$ cat src/hw/rtl/bir_pkg.sv
`timescale 1ns / 1ps

package bir_pkg;

	// Fixed field widths of the channels and the configuration port.
	localparam int COORD_W   = 11;
	localparam int CH_W      = 8;
	localparam int PIX_W     = 3 * CH_W;
	localparam int SIZE_W    = 9;
	localparam int RATE_W    = 10;
	localparam int CFG_W     = 10;
	localparam int CFG_IDX_W = 2;

	// The output coordinate is scaled by one hundred before the divide.
	localparam int PERCENT   = 100;
	localparam int PERCENT_W = 7;

	localparam int DEF_MAX_WIDTH  = 256;
	localparam int DEF_MAX_HEIGHT = 256;
	localparam int DEF_FRAC_BITS  = 8;

	localparam logic [SIZE_W-1:0] RST_SRC_WIDTH  = 9'd256;
	localparam logic [SIZE_W-1:0] RST_SRC_HEIGHT = 9'd256;
	localparam logic [RATE_W-1:0] RST_RATE       = 10'd100;

	typedef enum logic [CFG_IDX_W-1:0] {
		REG_SRC_WIDTH    = 2'd0,
		REG_SRC_HEIGHT   = 2'd1,
		REG_RATE_PERCENT = 2'd2
	} cfg_reg_t;

	typedef enum logic {
		OP_LOAD   = 1'b0,
		OP_SAMPLE = 1'b1
	} op_t;

	typedef enum logic [2:0] {
		ST_IDLE,
		ST_DIV,
		ST_MAP,
		ST_READ,
		ST_DRAIN,
		ST_DONE
	} state_t;

	// Commands from the controller to the datapath.
	typedef struct packed {
		logic       load;      // write the input pixel into the frame store
		logic       start;     // start mapping the sample coordinate
		logic       map;       // register the clamped source position
		logic       rd;        // read one neighbour and weight it
		logic [1:0] corner;    // bit 0: right neighbour, bit 1: lower neighbour
		logic       load_out;  // move the blended pixel into the output register
	} cmd_t;

	typedef struct packed {
		logic div_busy;
	} sts_t;

endpackage

$ cat src/hw/rtl/bir_ctrl.sv
`timescale 1ns / 1ps

// Sequencer: accepts beats, steps a sample through divide, clamp, four
// neighbour reads and the pipeline drain, and owns the output valid.
module bir_ctrl import bir_pkg::*; (
	input  logic clk,
	input  logic arst_n,
	input  logic in_valid,
	output logic in_stall,
	input  logic operation,
	output logic out_valid,
	input  logic out_stall,
	input  sts_t sts,
	output cmd_t cmd
);

	state_t     state_q;
	state_t     state_d;
	logic [1:0] cnt_q;
	logic [1:0] cnt_d;
	logic       out_valid_q;
	logic       out_valid_d;

	always_ff @(posedge clk or negedge arst_n) begin
		if (!arst_n) begin
			state_q     <= ST_IDLE;
			cnt_q       <= '0;
			out_valid_q <= 1'b0;
		end else begin
			state_q     <= state_d;
			cnt_q       <= cnt_d;
			out_valid_q <= out_valid_d;
		end
	end

	always_comb begin
		state_d     = state_q;
		cnt_d       = cnt_q;
		cmd         = '0;
		in_stall    = 1'b1;
		out_valid_d = out_valid_q && out_stall;
		case (state_q)
			ST_IDLE: begin
				in_stall = 1'b0;
				if (in_valid) begin
					if (operation == OP_SAMPLE) begin
						cmd.start = 1'b1;
						state_d   = ST_DIV;
					end else begin
						cmd.load = 1'b1;
					end
				end
			end
			ST_DIV: begin
				if (!sts.div_busy) begin
					state_d = ST_MAP;
				end
			end
			ST_MAP: begin
				cmd.map = 1'b1;
				cnt_d   = '0;
				state_d = ST_READ;
			end
			ST_READ: begin
				cmd.rd     = 1'b1;
				cmd.corner = cnt_q;
				cnt_d      = cnt_q + 1'b1;
				if (cnt_q == 2'd3) begin
					cnt_d   = '0;
					state_d = ST_DRAIN;
				end
			end
			ST_DRAIN: begin
				cnt_d = cnt_q + 1'b1;
				if (cnt_q == 2'd1) begin
					cnt_d   = '0;
					state_d = ST_DONE;
				end
			end
			ST_DONE: begin
				if (!out_valid_q || !out_stall) begin
					cmd.load_out = 1'b1;
					out_valid_d  = 1'b1;
					state_d      = ST_IDLE;
				end
			end
			default: begin
				state_d = ST_IDLE;
			end
		endcase
	end

	assign out_valid = out_valid_q;

endmodule

$ cat config.mk
export PLATFORM = sky130hd
export DESIGN_NAME = bir_ctrl
export DESIGN_NICKNAME = d
export VERILOG_FILES = /design/src/hw/rtl/bir_pkg.sv /design/src/hw/rtl/bir_ctrl.sv
export SDC_FILE = /design/constraint.sdc
export NUM_CORES = 1
export LEC_CHECK = 0
export BUFFER_PORTS_ARGS = -buffer_cell sky130_fd_sc_hd__buf_2
export CAP_MARGIN = 20
export CORE_AREA = 3 3 40 42
export DETAILED_ROUTE_END_ITERATION = 7
export DIE_AREA = 0 0 43 45
export GPL_TIMING_DRIVEN = 0
export SYNTH_ARGS = -nofsm -noshare
export SYNTH_HDL_FRONTEND = slang
export SYNTH_SLANG_ARGS = --single-unit
export TNS_END_PERCENT = 5
$ cat constraint.sdc
create_clock -name clk -period 1.6 [get_ports clk]
set_input_delay 0.08 -clock clk [delete_from_list [all_inputs] [get_ports clk]]
set_output_delay 0.08 -clock clk [all_outputs]
set_load 0.05 [all_outputs]
==> results.py <==
metrics = {
    "clock_tree": {
        "post_cts_buffers": 0,
        "cts-root-buf": "clkbuf_4",
        "numCtsBuffers": 3,
        "clk_pin_slew_ns": 0.04,
        "h-tree-depth": 1,
        "clk_latency_ns": 0.24,
        "clk_path_buf_depth": 2,
        "cts_tree": "built",
        "clock_sinks": 6,
    },
    "synth": {
        "synth_top_area_cell": "dfrtp_1",
        "yosys.area_share.adder": 0.08451,
        "synth.top_cell.area_share": 0.3380,
        "yosysWarnings": 0,
        "synth_area_sq_um": 444.2,
        "synth_fp_nets": 59,
        "synth.avg_cell_area_sq_um": 8.884,
        "ys_seq_area_frac": 0.3380,
        "ys_ff_latch": 6,
        "synthCells": 50,
        "synthMuxAreaShare": 0.02254,
        "ys_types": 25,
        "synthSimpleGateAreaFrac": 0.2563,
        "synth_edf_count": 0,
        "synth_top_family_by_area": "simple AND/OR/NAND/NOR gates",
        "async_flop_share": 1.000,
        "synth_flop_cell": "dfrtp_1",
        "synthXorXnorAreaFrac": 0,
        "netlist_top_cells_area": "dfrtp_1, ha_1, nand2_1",
        "synth_compound_area_frac": 0.2141,
    },
    "layout": {
        "final_cell_mix": "buf_2, nand2_1, dfrtp_1",
        "fin_area_sq_um": 583.1,
        "diodes": 0,
        "final_util": 0.4537,
        "finalNetCount": 79,
        "final_common_cell": "buf_2",
        "area_growth_pct": 31.27,
        "drive_gt1_frac": 0.3824,
    },
    "grt": {
        "first_global_vias": 354,
        "grt-ovfl-total": 0,
        "grt_use_total": 0.1158,
        "grt_pass1_wl_mm": 1.607,
        "antenna_found_initial": 0,
        "grt_start_max_net_pins": 11,
    },
    "timing": {
        "tightest_slew_ns": 0.3404,
        "fin_crit_sh": 0.9378,
        "finalSetupViolCount": 0,
        "max_freq_mhz": 666.4,
        "period_needed_ns": 1.501,
        "rsz0062_at_grt": "no",
        "setup_tns_ns": 0,
        "drv_slew": 0,
        "hold_viol": 0,
        "skew_ns": 0.0003801,
        "setup_ws_ns": 0.09946,
        "relSlewSlack": 0.7731,
    },
    "worst_setup_path": {
        "critical_path.max_stage_delay_ns": 0.49,
        "critPathMaxFanout": 8,
        "crit_family": "flip-flops",
        "critPathKind": "reg -> out",
        "r2r_slack_ns": 0.35,
        "required_ns": 1.52,
        "critPathBufInv": 1,
        "startpoint": "state_q[2]$_DFFE_PN0P_",
        "critPathCaptureType": "output pin",
        "rr_startpoint": "cnt_q[0]$_DFFE_PN0P_",
        "crit_slowest_cell": "dfrtp_1",
        "arrival_ns": 1.42,
        "crit_chain": "nor3_2 -> and3_1 -> buf_2",
        "start_kind": "flip-flop",
    },
    "routing": {
        "via_per_inst": 4.867,
        "vias": 404,
        "wl_met2_microns": 432,
        "wl_per_cell_microns": 12.00,
        "drc": 0,
        "first_pass_iters": 3,
        "top_layer": "met4",
        "drt_iter0_markers": 12,
        "routed-wl-met3_microns": 59,
        "m1WireLength_microns": 479,
        "route.antenna.remaining_nets": 0,
        "totalWireLength_microns": 996,
    },
    "pwr": {
        "cellLeakagePower_nw": 0.3082,
        "p_per_area_mw_per_mm2": 2364,
        "peakVddDrop_v": 0.0009139,
    },
    "die": {
        "die_x_microns": 43,
        "placementRows": 13,
        "fp.coreArea_sq_mm": 0.001285,
        "pin_count": 15,
        "die_h_microns": 45,
        "start_util": 0.3457,
        "dieArea_sq_mm": 0.001935,
    },
    "placement": {
        "dpl-instance-area_sq_um": 538.0,
        "gp_congestion": 0.6736,
        "preCtsSetupSlack_ns": 0.2940,
        "port_buffers": 14,
        "place_hpwl_microns": 736.5,
    },
    "outcome": {
        "outcome": "completed",
    },
    "min_path": {
        "hp-class": "in -> reg",
        "hp-start": "out_stall",
    },
    "flow_run": {
        "max-cap-violations": 0,
    },
}
## repair_timing
action | CTS | global route
hold buffers | 1 | 0
endpoints found under the setup margin | 0 | 2
resized for setup | 0 | 3
endpoints found under the hold margin | 6 | 0
## tightest hold or removal path, cell delays in order
cell,delay (ns)
buf_2,0.09
nand2_1,0.06
nand2_1,0.06
## layout make-up
class / instances / area [sq um]
buffer: 2 / 18.77
inverter: 5 / 18.77
multi-input combinational: 37 / 271.5
clock buffer: 3 / 22.52
timing repair buffer: 15 / 82.58
fill: 138 / 701.9
tap: 15 / 18.77
sequential: 6 / 150.1
## per-stage QoR
step | hold slack (ns) | std cells | power, W
floorplan | -0.2156 | 50 | 0.001030
global placement | -0.09701 | 79 | 0.001217
detailed placement | -0.09674 | 79 | 0.001216
CTS | 0.07492 | 83 | 0.001363
global route | 0.09961 | 83 | 0.001474
finish | 0.08546 | 83 | 0.001378
## final timing paths
path,cells past startpoint,to
min in group asynchronous,2,out_valid$_DFF_PN0_
max reg2reg,4,cnt_q[1]$_DFFE_PN0P_
min,3,out_valid$_DFF_PN0_
max in group asynchronous,2,cnt_q[1]$_DFFE_PN0P_
min reg2reg,2,out_valid$_DFF_PN0_
max,3,cmd[5]
## Yosys cell counts, types with 2 or more instances
library cell / instances
a21oi_1: 4
nor3_1: 2
dfrtp_1: 6
and3_1: 3
nand2_1: 6
nor2_1: 4
inv_1: 5
ha_1: 3
## state kept, by name, indices dropped and copies added (netlist names)
register / flops
out_valid: 1
state_q: 3
cnt_q: 2
## metal layers
metal,track usage,up-vias
li1,-,213
met1,0.1626,176
met2,0.1587,12
met3,0.02789,3
met4,0.07229,0
met5,0,-
## cell families after synthesis
family	Yosys count
AOI/OAI and AO/OA	12
adders and majority gates	3
buffers and inverters	7
DFF	6
muxes	1
and+or+nand+nor	21
## power by group
group	leakage (nW)	internal [W]	total, W	switching (W)
Clock	0.0138	0.0000844	0.000133	0.0000482
Sequential	0.0734	0.000219	0.000315	0.0000961
Combinational	0.221	0.000344	0.000931	0.000587
Total	0.308	0.000647	0.00138	0.000731
Note: power is estimated with default switching activity, not from simulation.
